===== src/rtl/core/lst_pkg.sv =====
// Package for the LRU size tracker: request and response payload structs,
// request and status codes, and the total limit. No dependencies.
package lst_pkg;

    localparam int KEY_W   = 64;
    localparam int SIZE_W  = 32;
    localparam int TOTAL_W = 40;

    localparam logic [TOTAL_W-1:0] TOTAL_MAX = {TOTAL_W{1'b1}};

    localparam logic [1:0] REQ_ACCESS = 2'd0;
    localparam logic [1:0] REQ_REMOVE = 2'd1;
    localparam logic [1:0] REQ_EVICT  = 2'd2;

    localparam logic [2:0] ST_HIT       = 3'd0;
    localparam logic [2:0] ST_INSERTED  = 3'd1;
    localparam logic [2:0] ST_REMOVED   = 3'd2;
    localparam logic [2:0] ST_NOT_FOUND = 3'd3;
    localparam logic [2:0] ST_EVICTED   = 3'd4;
    localparam logic [2:0] ST_EMPTY     = 3'd5;
    localparam logic [2:0] ST_FULL      = 3'd6;

    typedef struct packed {
        logic [1:0]        req_type;
        logic [KEY_W-1:0]  key;
        logic [SIZE_W-1:0] item_size;
    } t_req;

    typedef struct packed {
        logic [2:0]         status;
        logic [TOTAL_W-1:0] total_size;
        logic [KEY_W-1:0]   evicted_key;
    } t_rsp;

endpackage


===== src/rtl/core/lru_size_tracker_top.sv =====
// LRU size tracker: keyed entries in recency order with byte sizes and a
// saturating running total. Depends on lst_pkg for payload types and codes.
//
//  channel | direction | handshake                  | payload
//  --------+-----------+----------------------------+------------------
//  request | in        | i_in_valid / o_in_ready    | i_in_data  (t_req)
//  result  | out       | o_out_valid / i_out_ready  | o_out_data (t_rsp)
//
// One request at a time. A request scans all ENTRIES slots through the memory
// read port and, when it changes the table, sweeps the rank memory again
// read-modify-write; when nothing changes it goes straight to its result.
// After reset a clearing pass writes the valid bits to zero before the first
// request is taken. A result waits in the output register; the next request
// is taken meanwhile and stalls only at its own result.
module lru_size_tracker_top #(
    parameter int ENTRIES = 16
) (
    input  logic          i_clk,
    input  logic          i_rst_n,
    input  logic          i_in_valid,
    output logic          o_in_ready,
    input  lst_pkg::t_req i_in_data,
    output logic          o_out_valid,
    input  logic          i_out_ready,
    output lst_pkg::t_rsp o_out_data
);

    localparam int AW = (ENTRIES > 1) ? $clog2(ENTRIES) : 1;
    localparam logic [AW-1:0] LAST = AW'(ENTRIES - 1);

    typedef struct packed {
        logic          vld;
        logic [AW-1:0] rank;
    } t_meta;

    typedef enum logic [7:0] {
        S_CLEAR  = 8'b0000_0001,
        S_IDLE   = 8'b0000_0010,
        S_SCAN   = 8'b0000_0100,
        S_DECIDE = 8'b0000_1000,
        S_SWEEP  = 8'b0001_0000,
        S_SUB    = 8'b0010_0000,
        S_ADD    = 8'b0100_0000,
        S_DONE   = 8'b1000_0000
    } t_state;

    typedef enum logic [1:0] {
        ACT_HIT    = 2'd0,
        ACT_INSERT = 2'd1,
        ACT_DROP   = 2'd2
    } t_act;

    // Memories and their registered read data.
    logic [lst_pkg::KEY_W-1:0]  r_key_mem  [ENTRIES];
    logic [lst_pkg::SIZE_W-1:0] r_size_mem [ENTRIES];
    t_meta                      r_meta_mem [ENTRIES];
    logic [lst_pkg::KEY_W-1:0]  r_key_q;
    logic [lst_pkg::SIZE_W-1:0] r_size_q;
    t_meta                      r_meta_q;

    t_state                       r_state, n_state;
    logic [AW-1:0]                r_addr;
    logic                         r_issue_done;
    logic                         r_rd_vld;
    logic [AW-1:0]                r_rd_idx;
    lst_pkg::t_req                r_req;
    logic [lst_pkg::TOTAL_W-1:0]  r_total;

    // Scan results.
    logic                         r_found;
    logic [AW-1:0]                r_slot;
    logic [AW-1:0]                r_slot_rank;
    logic [lst_pkg::SIZE_W-1:0]   r_slot_size;
    logic                         r_free_found;
    logic [AW-1:0]                r_free_slot;
    logic                         r_old_found;
    logic [AW-1:0]                r_old_slot;
    logic [AW-1:0]                r_old_rank;
    logic [lst_pkg::SIZE_W-1:0]   r_old_size;
    logic [lst_pkg::KEY_W-1:0]    r_old_key;

    // Decided action.
    t_act                         r_act;
    logic [AW-1:0]                r_tgt;
    logic [AW-1:0]                r_ref;
    logic [lst_pkg::SIZE_W-1:0]   r_sub_val;
    logic                         r_do_sub;
    logic                         r_do_add;
    logic [2:0]                   r_status;
    logic [lst_pkg::KEY_W-1:0]    r_evk;

    lst_pkg::t_rsp                r_out;
    logic                         r_out_vld;

    logic                         w_accept;
    logic                         w_rd_en;
    logic                         w_meta_we;
    logic [AW-1:0]                w_meta_wa;
    t_meta                        w_meta_wd;
    t_meta                        w_sweep_meta;
    logic                         w_ks_we;
    logic                         w_last_data;

    logic [2:0]                   w_status;
    t_act                         w_act;
    logic                         w_change;
    logic [AW-1:0]                w_tgt;
    logic [AW-1:0]                w_ref;
    logic [lst_pkg::SIZE_W-1:0]   w_sub_val;
    logic                         w_do_sub;
    logic                         w_do_add;
    logic [lst_pkg::KEY_W-1:0]    w_evk;

    logic [lst_pkg::TOTAL_W:0]    w_sum;
    logic [lst_pkg::TOTAL_W-1:0]  w_sub_ext;

    assign w_accept    = i_in_valid && o_in_ready;
    assign w_rd_en     = (r_state == S_SCAN || r_state == S_SWEEP) && !r_issue_done;
    assign w_last_data = r_rd_vld && (r_rd_idx == LAST);
    assign w_ks_we     = (r_state == S_DECIDE) && w_change && (w_act != ACT_DROP);

    // Decision from the scan results.
    always_comb begin
        w_status  = lst_pkg::ST_NOT_FOUND;
        w_act     = ACT_DROP;
        w_change  = 1'b0;
        w_tgt     = r_slot;
        w_ref     = r_slot_rank;
        w_sub_val = r_slot_size;
        w_do_sub  = 1'b0;
        w_do_add  = 1'b0;
        w_evk     = '0;
        case (r_req.req_type)
            lst_pkg::REQ_ACCESS: begin
                if (r_found) begin
                    w_status = lst_pkg::ST_HIT;
                    w_act    = ACT_HIT;
                    w_change = 1'b1;
                    w_do_sub = 1'b1;
                    w_do_add = 1'b1;
                end else if (r_free_found) begin
                    w_status = lst_pkg::ST_INSERTED;
                    w_act    = ACT_INSERT;
                    w_change = 1'b1;
                    w_tgt    = r_free_slot;
                    w_do_add = 1'b1;
                end else begin
                    w_status = lst_pkg::ST_FULL;
                end
            end
            lst_pkg::REQ_REMOVE: begin
                if (r_found) begin
                    w_status = lst_pkg::ST_REMOVED;
                    w_change = 1'b1;
                    w_do_sub = 1'b1;
                end
            end
            lst_pkg::REQ_EVICT: begin
                if (r_old_found) begin
                    w_status  = lst_pkg::ST_EVICTED;
                    w_change  = 1'b1;
                    w_tgt     = r_old_slot;
                    w_ref     = r_old_rank;
                    w_sub_val = r_old_size;
                    w_do_sub  = 1'b1;
                    w_evk     = r_old_key;
                end else begin
                    w_status = lst_pkg::ST_EMPTY;
                end
            end
            default: begin
                w_status = lst_pkg::ST_NOT_FOUND;
            end
        endcase
    end

    // New rank and valid bit of the slot whose meta data just came back.
    always_comb begin
        w_sweep_meta = r_meta_q;
        if (r_rd_idx == r_tgt) begin
            case (r_act)
                ACT_HIT, ACT_INSERT: w_sweep_meta = '{vld: 1'b1, rank: '0};
                default:             w_sweep_meta.vld = 1'b0;
            endcase
        end else if (r_meta_q.vld) begin
            case (r_act)
                ACT_HIT: begin
                    if (r_meta_q.rank < r_ref) w_sweep_meta.rank = r_meta_q.rank + AW'(1);
                end
                ACT_INSERT: w_sweep_meta.rank = r_meta_q.rank + AW'(1);
                default: begin
                    if (r_meta_q.rank > r_ref) w_sweep_meta.rank = r_meta_q.rank - AW'(1);
                end
            endcase
        end
    end

    always_comb begin
        w_meta_we = 1'b0;
        w_meta_wa = r_rd_idx;
        w_meta_wd = w_sweep_meta;
        if (r_state == S_CLEAR) begin
            w_meta_we = 1'b1;
            w_meta_wa = r_addr;
            w_meta_wd = '0;
        end else if (r_state == S_SWEEP && r_rd_vld) begin
            w_meta_we = 1'b1;
        end
    end

    assign w_sum     = {1'b0, r_total}
                     + {{(lst_pkg::TOTAL_W + 1 - lst_pkg::SIZE_W){1'b0}}, r_req.item_size};
    assign w_sub_ext = {{(lst_pkg::TOTAL_W - lst_pkg::SIZE_W){1'b0}}, r_sub_val};

    always_comb begin
        n_state = r_state;
        case (r_state)
            S_CLEAR:  if (r_addr == LAST) n_state = S_IDLE;
            S_IDLE:   if (w_accept) n_state = S_SCAN;
            S_SCAN:   if (w_last_data) n_state = S_DECIDE;
            S_DECIDE: n_state = w_change ? S_SWEEP : S_DONE;
            S_SWEEP:  if (w_last_data) n_state = S_SUB;
            S_SUB:    n_state = S_ADD;
            S_ADD:    n_state = S_DONE;
            S_DONE:   if (!r_out_vld || i_out_ready) n_state = S_IDLE;
            default:  n_state = S_CLEAR;
        endcase
    end

    // Memory ports: one write and one registered read per array.
    always_ff @(posedge i_clk) begin
        if (w_meta_we) r_meta_mem[w_meta_wa] <= w_meta_wd;
        if (w_ks_we) begin
            r_key_mem[w_tgt]  <= r_req.key;
            r_size_mem[w_tgt] <= r_req.item_size;
        end
        if (w_rd_en) begin
            r_key_q  <= r_key_mem[r_addr];
            r_size_q <= r_size_mem[r_addr];
            r_meta_q <= r_meta_mem[r_addr];
        end
    end

    always_ff @(posedge i_clk) begin
        if (!i_rst_n) begin
            r_state      <= S_CLEAR;
            r_addr       <= '0;
            r_issue_done <= 1'b0;
            r_rd_vld     <= 1'b0;
            r_total      <= '0;
            r_out_vld    <= 1'b0;
            r_found      <= 1'b0;
            r_free_found <= 1'b0;
            r_old_found  <= 1'b0;
        end else begin
            r_state  <= n_state;
            r_rd_vld <= w_rd_en;
            r_rd_idx <= r_addr;

            if (r_state == S_CLEAR) begin
                r_addr <= (r_addr == LAST) ? '0 : r_addr + AW'(1);
            end else if (w_rd_en) begin
                if (r_addr == LAST) r_issue_done <= 1'b1;
                else                r_addr       <= r_addr + AW'(1);
            end

            if (w_accept) begin
                r_req        <= i_in_data;
                r_addr       <= '0;
                r_issue_done <= 1'b0;
                r_found      <= 1'b0;
                r_free_found <= 1'b0;
                r_old_found  <= 1'b0;
            end

            if (r_state == S_SCAN && r_rd_vld) begin
                if (r_meta_q.vld && r_key_q == r_req.key && !r_found) begin
                    r_found     <= 1'b1;
                    r_slot      <= r_rd_idx;
                    r_slot_rank <= r_meta_q.rank;
                    r_slot_size <= r_size_q;
                end
                if (!r_meta_q.vld && !r_free_found) begin
                    r_free_found <= 1'b1;
                    r_free_slot  <= r_rd_idx;
                end
                if (r_meta_q.vld && (!r_old_found || r_meta_q.rank > r_old_rank)) begin
                    r_old_found <= 1'b1;
                    r_old_slot  <= r_rd_idx;
                    r_old_rank  <= r_meta_q.rank;
                    r_old_size  <= r_size_q;
                    r_old_key   <= r_key_q;
                end
            end

            if (r_state == S_DECIDE) begin
                r_act        <= w_act;
                r_tgt        <= w_tgt;
                r_ref        <= w_ref;
                r_sub_val    <= w_sub_val;
                r_do_sub     <= w_do_sub;
                r_do_add     <= w_do_add;
                r_status     <= w_status;
                r_evk        <= w_evk;
                r_addr       <= '0;
                r_issue_done <= 1'b0;
            end

            // Subtraction floors at zero; addition saturates at the maximum.
            if (r_state == S_SUB && r_do_sub) begin
                r_total <= (r_total < w_sub_ext) ? '0 : r_total - w_sub_ext;
            end
            if (r_state == S_ADD && r_do_add) begin
                r_total <= w_sum[lst_pkg::TOTAL_W] ? lst_pkg::TOTAL_MAX
                                                   : w_sum[lst_pkg::TOTAL_W-1:0];
            end

            if (r_state == S_DONE && (!r_out_vld || i_out_ready)) begin
                r_out_vld         <= 1'b1;
                r_out.status      <= r_status;
                r_out.total_size  <= r_total;
                r_out.evicted_key <= r_evk;
            end else if (r_out_vld && i_out_ready) begin
                r_out_vld <= 1'b0;
            end
        end
    end

    assign o_in_ready  = (r_state == S_IDLE);
    assign o_out_valid = r_out_vld;
    assign o_out_data  = r_out;

    a_accept_starts_scan: assert property (@(posedge i_clk) disable iff (!i_rst_n)
        w_accept |=> r_state == S_SCAN)
        else $error("accepted request did not start a scan");

    a_evk_only_on_evict: assert property (@(posedge i_clk) disable iff (!i_rst_n)
        (r_out_vld && r_out.status != lst_pkg::ST_EVICTED) |-> r_out.evicted_key == '0)
        else $error("evicted key set on a result that is not an eviction");

    a_no_rmw_overlap: assert property (@(posedge i_clk) disable iff (!i_rst_n)
        (r_state == S_SWEEP && r_rd_vld && w_rd_en) |-> r_addr != r_rd_idx)
        else $error("sweep read and write hit the same slot");

    a_total_only_in_update: assert property (@(posedge i_clk) disable iff (!i_rst_n)
        (r_state != S_SUB && r_state != S_ADD) |=> $stable(r_total))
        else $error("total changed outside its update states");

endmodule


===== config.mk =====
export PLATFORM = sky130hd
export DESIGN_NAME = lru_size_tracker_top
export DESIGN_NICKNAME = d
export VERILOG_FILES = /design/src/rtl/core/lst_pkg.sv /design/src/rtl/core/lru_size_tracker_top.sv
export SDC_FILE = /design/constraint.sdc
export NUM_CORES = 2
export LEC_CHECK = 0
export ABC_AREA = 1
export BUFFER_PORTS_ARGS = -buffer_cell sky130_fd_sc_hd__buf_2
export CORE_UTILIZATION = 40
export DETAILED_ROUTE_END_ITERATION = 6
export SETUP_SLACK_MARGIN = 0.2
export SYNTH_ARGS = -nofsm -noshare
export SYNTH_HDL_FRONTEND = slang
export SYNTH_SLANG_ARGS = --single-unit
export TNS_END_PERCENT = 10

===== constraint.sdc =====
create_clock -name i_clk -period 19.6 [get_ports i_clk]
set_clock_uncertainty 0.05 [all_clocks]
set_input_delay 0 -clock i_clk [delete_from_list [all_inputs] [get_ports i_clk]]
set_output_delay 0 -clock i_clk [all_outputs]
set_load 0.005 [all_outputs]

==> results.yml <==
outcome:
  status: "finished, violations left"
  failed_checks: "design-rule violations"
detailed_routing:
  first_iter_violations: 5847
  ant_nets: 0
  drt_pass1_iterations: 7
  wl_per_cell_um: 23.63
  avgViaCountPerCell: 5.405
  routed_wl_um: 250300
  vias: 57240
  drc: 14
placement:
  numPortBuffers: 210
  place_ws_ns: 14.62
  dp_cells: 9976
  place_area_mm2: 0.09522
  gp_congestion: 0.9201
  dpl.hpwl_um: 145400
layout:
  nNetsFinal: 7589
  postLayoutCellArea_mm2: 0.1046
  area_growth_pct: 15.21
  layout-drive-gt1-share: 0.1000
  n_fill_cell: 19860
  instances_no_fill: 10590
  regArea_mm2: 0.06679
  final_cell_mix: "edfxtp_1, nor2_1, nand2_1, o21ai_0, inv_1"
  n_antenna_cell: 0
  multi_input_area_mm2: 0.02096
  layout_commonest_cell: "edfxtp_1"
global_routing:
  antenna_found_initial: 8
  grt_max_degree: 242
  grt-ovfl-total: 0
  use_met3: 0.02936
  grt_pass1_wl_um: 368800
  grtUsageMet1: 0.2963
  grt_pass1_vias: 56000
  busiest_layer: "met2"
  grt_usage: 0.2157
  gr-usage-met2: 0.3584
synth:
  synthFlopType: "edfxtp_1"
  ys_types: 56
  synth.avg_cell_area_um2: 12.94
  synth-edff-count: 2185
  yosysWarnings: 0
  synthArstFlopShare: 0
  syn_inst: 7019
  ys_ff_latch: 2243
  netlist_area_mm2: 0.09080
  seq_area_frac_synth: 0.7354
  synth_nets: 7198
hold_path:
  hp-start: "i_out_ready"
  min_path_cells: 5
  min-delay-path-class: "input pin to flop"
  holdPathEnd: "o_out_valid$_SDFFE_PN0P_"
cts:
  htree_levels: 4
  cts_root_buf: "clkbuf_16"
  clkSlewWorstSetupHoldPaths_ns: 0.06
  cts_sinks: 2243
  worstSkewPairLatency_ns: 0.89
  cts_buffers: 225
  post_cts_resized: 0
  cts_setup_buffers: 0
  hold_buffers: 199
  cts_buffer_depth: 3
  cts_tree: "done"
die:
  die-area_mm2: 0.2289
  rows: 174
  core_mm2: 0.2251
  initial_core_util: 0.4033
  dieHeight_um: 478.4
  top_level_ports: 211
  die_w_um: 478.4
pwr:
  cellPowerDensity_mw_per_mm2: 114.1
  ir_drop_v: 0.0001208
  leakagePower_uw: 0.03648
timing:
  tightest_slew_ns: 1.254
  slew_viol_final: 0
  hold_viol: 0
  setup_violations: 0
  min_period_over_period: 0.2522
  fin_ws_ns: 14.66
  layout_min_cycle_time_ns: 4.944
  rsz0062_at_grt: "false"
  timing.setup.tns_ns: 0
  max_clock_freq_mhz: 202.3
  relSlewSlack: 0.1642
critical_path:
  rr_endpoint: "r_key_mem[7][40]$_DFFE_PP_"
  cpPeakStageDelay_ns: 0.83
  cp_slowest_cell: "nor2_4"
  worstSetupEndpointType: "flop"
  r2r-start: "r_req[96]$_DFFE_PP_"
  r2r_slack_ns: 14.66
  worst-path-max-fanout: 39
  crit_top_cell: "buf_4"
  crit_required_ns: 20.01
  crit_path_start_kind: "flop"
  crit_arrival_ns: 5.36
  crit_chain: "nor2_1 > inv_1 > nor2_4 > buf_4 > inv_4 > o211ai_1 > nand2_1 > nor2_2 > nand3_1 > nor2_4 > buf_4 > buf_4"
  path_class: "flop to flop"
  r2r_cells: 12
flow_run:
  cap_viol_max_count: 0
[flip-flops by register name (all words and copies together) (netlist names), 5 cells and up]
name / flops
r_meta_q: 5
r_size_mem: 512
r_slot_size: 32
r_key_q: 64
r_total: 40
r_size_q: 32
r_sub_val: 32
r_key_mem: 1024
o_out_data: 107
r_evk: 64
r_old_size: 32
r_old_key: 64
r_meta_mem: 80
r_state: 8
r_req: 98
[routing by layer]
metal | share of wire | wire length, um
met5 | 0 | 0
met3 | 0.060 | 14900
met1 | 0.43 | 108300
met2 | 0.48 | 120700
met4 | 0.026 | 6462
[critical path: cells and delay by family (launching register included)]
| family | cells | cell delay (ns) |
|---|---|---|
| buffers and inverters | 5 | 2.11 |
| flip-flops | 1 | 0.45 |
| AND/OR/NAND/NOR | 6 | 1.70 |
| AO/OA/AOI/OAI | 1 | 0.17 |
[logic make-up (layout without fill, tap and decap cells)]
logic type,after synthesis,in the layout,share of synthesized area
multiplexers,164,164,0.01808
flip-flops,2243,2243,0.7354
AO/OA/AOI/OAI,1060,1060,0.07823
XOR/XNOR,67,67,0.006463
adder cells (fa/ha/maj),77,77,0.01078
buffers and inverters,821,1401,0.03559
AND/OR/NAND/NOR,2587,2587,0.1154
[worst max path at each step]
stage | endpoint | cells after the start | slack (ns) | startpoint
2_1_floorplan | o_out_data[0]$_DFFE_PP_ | 6 | 10.13 | r_state[2]$_SDFFE_PN0P_
3_3_place_gp | r_key_mem[7][3]$_DFFE_PP_ | 12 | 14.65 | r_req[96]$_DFFE_PP_
3_5_place_dp | r_key_mem[7][3]$_DFFE_PP_ | 12 | 14.62 | r_req[96]$_DFFE_PP_
4_1_cts | r_key_mem[7][40]$_DFFE_PP_ | 12 | 14.60 | r_req[96]$_DFFE_PP_
5_1_grt | r_key_mem[7][40]$_DFFE_PP_ | 12 | 14.39 | r_req[96]$_DFFE_PP_
6_report | r_key_mem[7][40]$_DFFE_PP_ | 12 | 14.66 | r_req[96]$_DFFE_PP_
[synthesized netlist by cell type, drive strengths merged, types with 75 or more instances]
cell type / number / area [um2]
o221ai: 165 / 1445
ha: 75 / 938.4
nor2: 1197 / 4546
inv: 475 / 1788
a21oi: 83 / 460.4
o21ai: 476 / 2382
clkbuf: 241 / 904.6
nand3: 277 / 1446
buf: 103 / 531.8
edfxtp: 2185 / 65610
o32ai: 240 / 2102
mux2i: 164 / 1642
nand2: 1027 / 3899
[power by group]
part	leakage [uW]	internal, uW	switching [uW]
Clock	0.00357	2420	1880
Combinational	0.0127	721	1470
Sequential	0.0202	5360	90.5
[final cells by class]
cell class / instances / area share
Multi-Input combinational cell: 3955 / 0.2003
Tap cell: 2992 / 0.03579
Clock buffer: 272 / 0.05611
Sequential cell: 2243 / 0.6385
Inverter: 477 / 0.01748
Timing Repair Buffer: 508 / 0.03727
Clock inverter: 144 / 0.01457
[through the flow]
| stage | hold WS, ns | power, uW | utilization |
|---|---|---|---|
| 6_report | 0.1056 | 11930 | 0.4647 |
| 5_1_grt | 0.1231 | 12410 | 0.4647 |
| 3_3_place_gp | 0.1272 | 7655 | 0.4230 |
| 3_5_place_dp | 0.1281 | 7703 | 0.4230 |
| 4_1_cts | 0.04588 | 12010 | 0.4647 |
| 2_1_floorplan | 0.04887 | 7121 | - |
Note: power is estimated with default switching activity, not from simulation.
